--- src/hdl/siss_pkg.sv ---
// Shared types and constants for the small integer set store.
package siss_pkg;

	// Default store depth
	localparam int unsigned DEPTH_DEF = 16;

	// Payload widths
	localparam int unsigned KIND_W  = 2;
	localparam int unsigned VALUE_W = 32;
	localparam int unsigned COUNT_W = 5;

	// Operation codes; the unused code behaves as a query
	typedef enum logic [KIND_W-1:0] {
		KIND_INSERT = 2'd0,
		KIND_REMOVE = 2'd1,
		KIND_QUERY  = 2'd2
	} kind_t;

endpackage

--- src/hdl/siss_ram.sv ---
// Single-port-write, registered-read element store for the set.
module siss_ram import siss_pkg::*; #(
	parameter int unsigned DEPTH = DEPTH_DEF,
	parameter int unsigned AW    = 4
) (
	input  logic               clk,
	input  logic               wr_en,
	input  logic [AW-1:0]      wr_addr,
	input  logic [VALUE_W-1:0] wr_data,
	input  logic               rd_en,
	input  logic [AW-1:0]      rd_addr,
	output logic [VALUE_W-1:0] rd_data
);

	logic [VALUE_W-1:0] mem [DEPTH];

	// Write one entry
	always_ff @(posedge clk) begin
		if (wr_en) begin
			mem[wr_addr] <= wr_data;
		end
	end

	// Read one entry, data valid the next cycle
	always_ff @(posedge clk) begin
		if (rd_en) begin
			rd_data <= mem[rd_addr];
		end
	end

endmodule

--- src/hdl/small_integer_set_store.sv ---
// Small integer set store: a set of distinct signed 32-bit values kept in insertion order.
// Each input beat carries an operation (insert, remove, query) and a value, and
// yields one result beat with membership before the operation, success, and the
// count, least and greatest value afterwards (0 and 0 when empty). Work runs in a
// small sequencer over one registered-read memory port: a lookup scan over the N
// held entries, for a remove of a held value a shift of the later entries down one
// place, and an extremes scan over the entries held afterwards, between taking the
// beat and posting the result. The result sits in an output register, so the next
// input beat is taken while the previous result still waits; the post of that next
// result holds until the previous one is taken. A new value inserted into a full
// store is refused with succeeded low.
module small_integer_set_store import siss_pkg::*; #(
	parameter int unsigned DEPTH = DEPTH_DEF
) (
	input  logic                      clk,
	input  logic                      arst_n,
	input  logic                      in_valid,
	output logic                      in_ready,
	input  logic [KIND_W-1:0]         kind,
	input  logic signed [VALUE_W-1:0] value,
	output logic                      out_valid,
	input  logic                      out_ready,
	output logic                      was_member,
	output logic                      succeeded,
	output logic [COUNT_W-1:0]        element_count,
	output logic signed [VALUE_W-1:0] smallest,
	output logic signed [VALUE_W-1:0] largest
);

	localparam int unsigned AW = (DEPTH > 1) ? $clog2(DEPTH) : 1;
	localparam int unsigned CW = $clog2(DEPTH + 1);

	typedef enum logic [4:0] {
		ST_IDLE  = 5'b00001,
		ST_FIND  = 5'b00010,
		ST_SHIFT = 5'b00100,
		ST_EXTR  = 5'b01000,
		ST_DONE  = 5'b10000
	} state_t;

	state_t                    state_q;
	logic [KIND_W-1:0]         kind_q;
	logic [VALUE_W-1:0]        value_q;
	logic                      found_q;
	logic [AW-1:0]             slot_q;
	logic                      ok_q;
	logic [CW-1:0]             cnt_q;
	logic [CW-1:0]             rd_idx_q;
	logic [AW-1:0]             idx_s1;
	logic                      issue_s1;
	logic                      first_q;
	logic signed [VALUE_W-1:0] lo_q;
	logic signed [VALUE_W-1:0] hi_q;
	logic                      out_valid_q;

	logic                      scan_more;
	logic                      drained;
	logic                      scanning;
	logic                      rd_en;
	logic [VALUE_W-1:0]        rd_data;
	logic                      wr_en;
	logic [AW-1:0]             wr_addr;
	logic [VALUE_W-1:0]        wr_data;
	logic                      is_insert;
	logic                      is_remove;
	logic                      room;
	logic                      add_new;
	logic                      hit;
	logic                      out_free;
	logic signed [VALUE_W-1:0] rd_val;
	logic [31:0]               cnt_wide;

	// Shared scan control
	assign scanning  = (state_q == ST_FIND) || (state_q == ST_SHIFT) || (state_q == ST_EXTR);
	assign scan_more = rd_idx_q < cnt_q;
	assign drained   = !scan_more && !issue_s1;
	assign rd_en     = scanning && scan_more;
	assign rd_val    = $signed(rd_data);
	assign hit       = issue_s1 && (rd_data == value_q);

	// Decode the held operation
	assign is_insert = kind_q == KIND_INSERT;
	assign is_remove = kind_q == KIND_REMOVE;
	assign room      = cnt_q < CW'(DEPTH);
	assign add_new   = (state_q == ST_FIND) && drained && is_insert && !found_q && room;
	assign out_free  = !out_valid_q || out_ready;
	assign cnt_wide  = 32'(cnt_q);

	// Steer the write port: append on insert, move down on remove
	always_comb begin
		wr_en   = 1'b0;
		wr_addr = cnt_q[AW-1:0];
		wr_data = value_q;
		if (add_new) begin
			wr_en = 1'b1;
		end else if ((state_q == ST_SHIFT) && issue_s1) begin
			wr_en   = 1'b1;
			wr_addr = idx_s1 - AW'(1);
			wr_data = rd_data;
		end
	end

	siss_ram #(
		.DEPTH (DEPTH),
		.AW    (AW)
	) u_ram (
		.clk     (clk),
		.wr_en   (wr_en),
		.wr_addr (wr_addr),
		.wr_data (wr_data),
		.rd_en   (rd_en),
		.rd_addr (rd_idx_q[AW-1:0]),
		.rd_data (rd_data)
	);

	// Sequencer
	always_ff @(posedge clk or negedge arst_n) begin
		if (!arst_n) begin
			state_q     <= ST_IDLE;
			cnt_q       <= '0;
			rd_idx_q    <= '0;
			issue_s1    <= 1'b0;
			found_q     <= 1'b0;
			ok_q        <= 1'b1;
			first_q     <= 1'b1;
			out_valid_q <= 1'b0;
		end else begin
			// Post the result, or drop it once taken
			if ((state_q == ST_DONE) && out_free) begin
				out_valid_q <= 1'b1;
			end else if (out_valid_q && out_ready) begin
				out_valid_q <= 1'b0;
			end
			// Advance the scan address
			issue_s1 <= rd_en;
			if (rd_en) begin
				rd_idx_q <= rd_idx_q + CW'(1);
			end
			unique case (state_q)
				ST_IDLE: begin
					if (in_valid) begin
						rd_idx_q <= '0;
						found_q  <= 1'b0;
						ok_q     <= 1'b1;
						state_q  <= ST_FIND;
					end
				end
				ST_FIND: begin
					if (hit) begin
						found_q <= 1'b1;
					end
					if (drained) begin
						first_q  <= 1'b1;
						rd_idx_q <= '0;
						state_q  <= ST_EXTR;
						if (is_insert && !found_q) begin
							if (room) begin
								cnt_q <= cnt_q + CW'(1);
							end else begin
								ok_q <= 1'b0;
							end
						end else if (is_remove && found_q) begin
							rd_idx_q <= CW'(slot_q) + CW'(1);
							state_q  <= ST_SHIFT;
						end
					end
				end
				ST_SHIFT: begin
					if (drained) begin
						cnt_q    <= cnt_q - CW'(1);
						first_q  <= 1'b1;
						rd_idx_q <= '0;
						state_q  <= ST_EXTR;
					end
				end
				ST_EXTR: begin
					if (issue_s1) begin
						first_q <= 1'b0;
					end
					if (drained) begin
						state_q <= ST_DONE;
					end
				end
				ST_DONE: begin
					if (out_free) begin
						state_q <= ST_IDLE;
					end
				end
				default: begin
					state_q <= ST_IDLE;
				end
			endcase
		end
	end

	// Hold the beat payload and the matching slot
	always_ff @(posedge clk) begin
		if (in_ready && in_valid) begin
			kind_q  <= kind;
			value_q <= value;
		end
		if ((state_q == ST_FIND) && hit) begin
			slot_q <= idx_s1;
		end
		if (rd_en) begin
			idx_s1 <= rd_idx_q[AW-1:0];
		end
	end

	// Track least and greatest value over the extremes scan
	always_ff @(posedge clk) begin
		if ((state_q == ST_FIND) && drained) begin
			lo_q <= '0;
			hi_q <= '0;
		end else if ((state_q == ST_SHIFT) && drained) begin
			lo_q <= '0;
			hi_q <= '0;
		end else if ((state_q == ST_EXTR) && issue_s1) begin
			if (first_q || (rd_val < lo_q)) begin
				lo_q <= rd_val;
			end
			if (first_q || (rd_val > hi_q)) begin
				hi_q <= rd_val;
			end
		end
	end

	// Load the result register
	always_ff @(posedge clk) begin
		if ((state_q == ST_DONE) && out_free) begin
			was_member    <= found_q;
			succeeded     <= ok_q;
			element_count <= cnt_wide[COUNT_W-1:0];
			smallest      <= lo_q;
			largest       <= hi_q;
		end
	end

	assign in_ready  = state_q == ST_IDLE;
	assign out_valid = out_valid_q;

endmodule

--- config.mk ---
export PLATFORM = sky130hd
export DESIGN_NAME = small_integer_set_store
export DESIGN_NICKNAME = d
export VERILOG_FILES = /design/src/hdl/siss_pkg.sv /design/src/hdl/siss_ram.sv /design/src/hdl/small_integer_set_store.sv
export SDC_FILE = /design/constraint.sdc
export NUM_CORES = 1
export LEC_CHECK = 0
export ABC_AREA = 1
export BUFFER_PORTS_ARGS = -buffer_cell sky130_fd_sc_hd__buf_2
export CORE_MARGIN = 2
export CORE_UTILIZATION = 40
export DETAILED_ROUTE_END_ITERATION = 8
export HOLD_SLACK_MARGIN = 0.15
export PLACE_DENSITY = 0.58
export SETUP_SLACK_MARGIN = 0.05
export SLEW_MARGIN = 20
export SYNTH_ARGS = -nofsm -noshare
export SYNTH_HDL_FRONTEND = slang
export SYNTH_SLANG_ARGS = --single-unit
export TNS_END_PERCENT = 1
--- constraint.sdc ---
create_clock -name clk -period 4.6 [get_ports clk]
set_input_delay 0.23 -clock clk [delete_from_list [all_inputs] [get_ports clk]]
set_output_delay 0.23 -clock clk [all_outputs]
set_load 0.005 [all_outputs]
==> results of run 1 <==
[sequential cells by signal (all words and copies together) (netlist names), 2 cells and up]
name and count:
u_ram.mem 512, hi_q 32, largest 32, lo_q 32
smallest 32, u_ram.rd_data 32, value_q 32, cnt_q 5
element_count 5, rd_idx_q 5, state_q 5, idx_s1 4
slot_q 4, kind_q 2
[kinds of logic after synthesis]
logic type,after synthesis
fa+ha+maj,74
simple gates,902
xor+xnor,19
flops,741
compound gates,448
mux,49
buf+inv,313
[layer usage]
metal | global-route usage | up-vias
li1 | - | 9477
met1 | 0.279 | 9940
met2 | 0.298 | 618
met3 | 0.0294 | 96
met4 | 0.0586 | 0
met5 | 0 | -
[final cells by class]
class | count | area share
sequential | 741 | 0.600
multi-input combinational | 1492 | 0.231
clock buffer | 97 | 0.0599
timing repair buffer | 210 | 0.0408
tap | 1030 | 0.0360
inverter | 177 | 0.0187
clock inverter | 38 | 0.0136
[through the flow]
| stage | setup slack [ns] | instances | total power (uW) |
|---|---|---|---|
| CTS | 0.885 | 3785 | 21400 |
| global route | 0.594 | 3785 | 22400 |
| finish | 0.863 | 3785 | 21300 |
| detailed placement | 0.885 | 3611 | 14900 |
| floorplan | 0.275 | 2546 | 12800 |
| global placement | 0.962 | 3611 | 14800 |
[power by group]
part | switching (uW) | leakage (uW) | internal [uW]
Sequential | 593 | 0.00672 | 8730
Combinational | 3880 | 0.00470 | 1640
Clock | 2530 | 0.00129 | 3920
[worst max-delay path by stage]
stage / to / slack [ns] / cells after the start
after global placement: u_ram.mem[15][16] / 0.96 / 12
after detailed placement: u_ram.mem[15][17] / 0.89 / 12
after CTS: u_ram.mem[15][20] / 0.89 / 12
final: u_ram.mem[15][20] / 0.86 / 12
after floorplan: element_count[0] / 0.27 / 4
after global routing: u_ram.mem[15][20] / 0.59 / 12
[synthesized netlist by cell type]
library cell  instances  share of area
inv_2                 4        0.00049
nor4_1                7         0.0014
inv_1               170          0.021
xor2_1                9         0.0026
o31ai_1               2        0.00049
nand2_1             282          0.034
nor2_2                1        0.00020
nor3b_1               2        0.00049
buf_2                39         0.0063
o21a_1                3        0.00073
fa_1                  1        0.00065
o21ai_1              40         0.0065
mux2i_1              49          0.016
nand3_1             136          0.022
nand4_1              20         0.0041
o32ai_1              80          0.023
dfxtp_1              64          0.042
o221ai_1             49          0.014
o2111ai_1             3        0.00085
o21ai_0             145          0.024
o22ai_1               5         0.0010
xnor2_1              10         0.0028
clkinv_1              3        0.00037
dfrtp_1              17          0.014
a21oi_1             101          0.016
dfstp_2               3         0.0026
or4_1                 1        0.00024
buf_1                 3        0.00037
ha_1                 73          0.030
nor4_4                1        0.00069
edfxtp_1            657           0.64
a21o_1                2        0.00049
nor2_1              428          0.052
or2_2                 7         0.0014
o211ai_1             18         0.0044
nand2_2               3        0.00061
and3_1                1        0.00020
nand3_2               1        0.00032
nor3_1               11         0.0018
clkbuf_1             94          0.011
or2_1                 1        0.00020
[what timing repair did]
| action | in CTS | in global routing |
|---|---|---|
| resized for setup | 0 | 0 |
| hold endpoints to repair | 63 | 0 |
| hold buffers | 39 | 0 |
[worst reg2reg max path, delay by kind of cell (launching register included)]
family / cells / cell delay, ns
AOI/OAI and AO/OA: 2 / 0.49
and+or+nand+nor: 7 / 1.22
adders and majority gates: 1 / 0.39
buffers and inverters: 2 / 0.55
DFF: 1 / 0.70
==> impl_results.md, run 1 <==
- WL per Instance: 20.2 um
- Worst R2R Path Depth: 12
- # rows: 101
- Routed WL: 76,600 um
- DR WL met3: 4400 um
- GR Util All Layers: 0.192
- Avg Inst Size Synth: 12.1 um2
- Max incr delay on CP: 0.70 ns
- Synthesized-area fraction occupied by adder cells: 0.0303
- Final Setup Violations: 0
- Slowest CP cell: dfrtp_4
- CTS tree: done
- Final hold vios: 0
- Sequential area share after synthesis: 0.698
- HP Start: value[17]
- Buf/Inv on CP: 2
- Worst Path Max Fanout: 54
- Pwr per Cell Area: 594 nW/um2
- Net count, final: 2,810
- First-pass GRT wire length: 116,000 um
- Layout cells sized above 1: 0.121
- Run status: finished, final reports clean
- Req. time, crit path: 4.86 ns
- CTS Sinks: 741
- 1st-pass router iterations: 5
- H-tree depth: 3
- Filler cells: 6,808
- Clk_lat worst skew: 0.62 ns
- Net Count, Synth: 2,658
- R2R Setup Slk: 0.86 ns
- Root buf cell: clkbuf_16
- Max-slew headroom: 0.273
- Hold_ws: 0.319 ns
- Main combinational cell family by area after synthesis: simple AND/OR/NAND/NOR gates
- Worst Setup SP: rd_idx_q[1]
- Family with the most delay on the worst path: simple AND/OR/NAND/NOR gates
- Post-layout min period: 3.74 ns
- Setup tns final: 0 ns
- FF-to-FF End: u_ram.mem[15][20]
- Netlist cell types: 41
- WHS Endpoint: value_q[17]
- Fin util: 0.471
- Post-DP HPWL: 48,500 um
- Synth Area in XOR/XNOR: 0.00540
- Multi-input gate area: 8270 um2
- Starting DRT DRC Count: 1,712
- Metal2 WL: 34,900 um
- Worst-Margin Slew: 1.09 ns
- Most used cell, CP: nand2_1
- Initial antenna violation count: 0
- Worst Hold Class: in -> reg
- Post-CTS Repair Setup Buffers: 0
- Worst Setup Path Type: reg -> reg
- Seq cells post-synth: 741
- Sequential cell area: 21,500 um2
- Remaining Overflow, GRT: 0
- Top routing layer in use: met4
- Yosys Warn Count: 0
- Commonest non-fill, non-tap cell in the layout: edfxtp_1
- Via count: 20,131
- TritonCTS Buffers: 76
- Crit. End Element: flip-flop
- Clk_skew: 0.0309 ns
- Lkg Pwr: 0.0127 uW
- Largest net degree at the start of global routing: 209
- Worst reg2reg startpoint: rd_idx_q[1]
- Layout area overhead: 16.2%
- Compound-cell area share of the yosys netlist: 0.0910
- Core Box Area: 76,100 um2
- Vias in the first global route: 19,103
- Die Width: 282 um
- Synth Instances: 2,546
- Worst vdd ir: 0.313 mV
- Worst Path Arrival: 4.00 ns
- RSZ-0062 raised after global routing: no
- Startpoint types: flip-flop
- DRC errors left: 0
- FMAX: 268 MHz
- CP cell instances: ha_1, nand4_1, a21oi_1, nor2_1, nand2_1, nand2_1, inv_1, nand2_1, o21ai_1, nand3_1, nor2_4, buf_4
- Fin crit share: 0.812
- Final Max Tran Viols: 0
- Clock Path Buffers: 3
- Clk slew on worst S/H paths: 0.06 ns
- Synth Area in Simple Gates: 0.120
- Hold Path Cell Cnt: 2
- Post-synthesis mux area share: 0.0159
- Synthesized cell area: 30,800 um2
- Vias per cell: 5.32
- Commonest cells after routing, fill and taps aside: edfxtp_1, nor2_1, nand2_1, inv_1, o21ai_0
- Final instance area: 35,800 um2
- Port bufs: 110
- GPL Wtd Cong: 0.863
- Die ar.: 79,300 um2
- Area after DPL: 32,800 um2
- Routed Antenna Nets: 0
- I/O Pins: 111
- Die Y: 282 um
- Maxcap violations: 0
- # diodes: 0
- M1 wire length: 35,600 um
- Initial Utilization: 0.405
(Power assumes the default switching activity.)
==> run 2, diff against run 1 <==
- clock period: 4.6 -> 3.03 ns (I/O delays scaled with it)
==> run 2 against run 1 <==
Against the previous run: global-route usage grew 0.82 points; setup slack lost 0.60 ns; count of clock-buffer cells in the layout grew 8; sequential power grew 52%; fmax grew 35%; critical path depth grew 2; register-to-register slack lost 0.60 ns; combinational power grew 59%; via count grew 1.6%; flip-flop and latch count is the same; first-iteration DRC count shrank 6.1%.
==> impl_results.md, run 2 (same netlist as run 1, synthesis figures left out) <==
- Die Y: 282 um (unchanged)
- # rows: 101 (unchanged)
- Largest net degree at the start of global routing: 159 (-24%)
- Max incr delay on CP: 0.50 ns (-0.20 ns)
- Sequential cell area: 21,500 um2 (about the same)
- Pwr per Cell Area: 886 nW/um2 (+49%)
- Max reg flops: 512 (unchanged)
- Comb pwr share: 0.270 (+0.011)
- DRC errors left: 0 (unchanged)
- Vias in the first global route: 19,773 (+3.5%)
- I/O Pins: 111 (unchanged)
- Worst Path Arrival: 3.09 ns (-0.91 ns)
- Clk_lat worst skew: 0.62 ns (about the same)
- Setup tns final: 0 ns (unchanged)
- Port bufs: 110 (unchanged)
- Vias per cell: 5.31 (-0.15%)
- Layout area overhead: 19.0%
- Commonest cells after routing, fill and taps aside: edfxtp_1, nor2_1, nand2_1, inv_1, o21ai_0
- Startpoint types: flip-flop
- Family with the most delay on the worst path: simple AND/OR/NAND/NOR gates
- Remaining Overflow, GRT: 0 (unchanged)
- WL per Instance: 20.7 um (+2.1%)
- Layout cells sized above 1: 0.140 (+0.0187)
- Net count, final: 2,872 (+2.2%)
- Worst Hold Class: in -> reg
- Buf/Inv on CP: 4 (+2)
- Non-Filler Instances: 3,852 (+1.8%)
- Worst-Margin Slew: 0.939 ns (-0.151 ns)
- Final instance area: 36,700 um2 (+2.4%)
- Clock Path Buffers: 3 (unchanged)
- First-pass GRT wire length: 121,000 um (+4.1%)
- TritonCTS Buffers: 79 (+3.9%)
- Die Width: 282 um (unchanged)
- Req. time, crit path: 3.36 ns (-1.50 ns)
- GPL Wtd Cong: 0.931 (+8.0%)
- Worst Setup Path Type: reg -> reg
- Max-slew headroom: 0.374 (+0.101)
- Root buf cell: clkbuf_16
- Switch share: 0.336 (+0.00750)
- Final Max Tran Viols: 0 (unchanged)
- Initial antenna violation count: 0 (unchanged)
- Commonest non-fill, non-tap cell in the layout: edfxtp_1
- Starting DRT DRC Count: 1,608 (-6.1%)
- Routed WL: 79,600 um (+3.9%)
- Final Setup Violations: 0 (unchanged)
- RSZ-0062 raised after global routing: no
- FMAX: 362 MHz (+35%)
- Post-layout min period: 2.76 ns (-0.974 ns)
- Most flops, register: u_ram.mem
- Area after DPL: 33,700 um2 (+2.7%)
- Worst Path Max Fanout: 8 (-85%)
- Most used cell, CP: nand2_1
- CTS tree: done
- Final Total Pwr: 32,500 uW (+53%)
- Placed insts: 3,664 (+1.5%)
- Post-DP HPWL: 54,500 um (+12%)
- Routed Antenna Nets: 0 (unchanged)
- 1st-pass router iterations: 5 (unchanged)
- Die ar.: 79,300 um2 (unchanged)
- Slowest CP cell: dfrtp_4
- Pint: 21,600 uW (+51%)
- Clk slew on worst S/H paths: 0.06 ns (about the same)
- # diodes: 0 (unchanged)
- Via count: 20,457 (+1.6%)
- Final hold vios: 0 (unchanged)
- Fin crit share: 0.912 (+0.0993)
- Clock share of power: 0.294 (-0.009)
- H-tree depth: 3 (unchanged)
- Sw power: 10,900 uW (+56%)
- CTS Sinks: 741 (unchanged)
- Lkg Pwr: 0.0131 uW (+3.1%)
- Initial Utilization: 0.405 (unchanged)
- Maxcap violations: 0 (unchanged)
- Clk_skew: 0.0193 ns (-0.0116 ns)
- Worst vdd ir: 0.602 mV (+93%)
- Core Box Area: 76,100 um2 (unchanged)
- CP cell instances: ha_1, nand4_1, a21oi_1, nor2_1, nand2_1, nand2_1, inv_2, nand2_1, o21ai_2, buf_4, nand3_1, buf_6, nor2_4, clkbuf_16
- Crit. End Element: flip-flop
- Filler cells: 6,707 (-1.5%)
- Run status: finished, final reports clean
- GR Util All Layers: 0.200 (+0.00821)
- Multi-input gate area: 8250 um2 (-0.18%)
- Reg power frac: 0.436 (-0.002)
-- run 2: path summary, 6_finish.rpt --
path / from / to / slack (ns) / depth (start not counted)
max: rd_idx_q[1] / u_ram.mem[5][27] / 0.27 / 14
min: value[22] / value_q[22] / 0.25 / 2
max reg2reg: rd_idx_q[1] / u_ram.mem[5][27] / 0.27 / 14
min reg2reg: hi_q[31] / largest[31] / 0.46 / 0
max in group asynchronous: arst_n / rd_idx_q[1] / 1.04 / 4
min in group asynchronous: arst_n / ok_q / 0.64 / 3
-- run 2: repair_timing --
item | in CTS | in global routing
endpoints found under the hold margin | 61 | 0
setup buffers | 0 | 5
setup endpoints to repair | 0 | 512
hold buffers | 39 | 0
resized for setup | 0 | 4
-- run 2: stage by stage --
step           hold slack, ns  setup slack, ns   util
5_1_grt                 0.244           0.0604  0.483
3_3_place_gp            0.133            0.187  0.443
2_1_floorplan          -0.144           -0.430      -
6_report                0.246            0.268  0.483
3_5_place_dp            0.137            0.213  0.443
4_1_cts                 0.213            0.191  0.482
-- run 2: final cells by class --
class,count,area share
Clock buffer,105,0.0602
Clock inverter,38,0.00999
Inverter,177,0.0182
Multi-Input combinational cell,1492,0.225
Sequential cell,741,0.586
Tap cell,1030,0.0351
Timing Repair Buffer,269,0.0654
-- run 2: power groups by stage --
| stage | Sequential [uW] | Combinational, uW | Clock (uW) |
|---|---|---|---|
| floorplan | 14000 | 5420 | 0 |
| global placement | 14400 | 8520 | 0 |
| detailed placement | 14400 | 8670 | 0 |
| CTS | 14200 | 8740 | 9740 |
| global route | 14300 | 9770 | 10100 |
| finish | 14200 | 8780 | 9560 |
-- run 2: per-layer routing --
layer	GRT usage	wire length [um]
met1	0.295	37000
met5	0	0
met3	0.0261	4920
met2	0.311	35900
met4	0.0569	1720
-- run 2: worst register-to-register path, delay by kind of cell (launching register included) --
kind,cells,cell delay [ns]
AOI/OAI and AO/OA,2,0.27
adders and majority gates,1,0.29
buffers and inverters,4,0.68
DFF,1,0.50
and+or+nand+nor,7,0.74
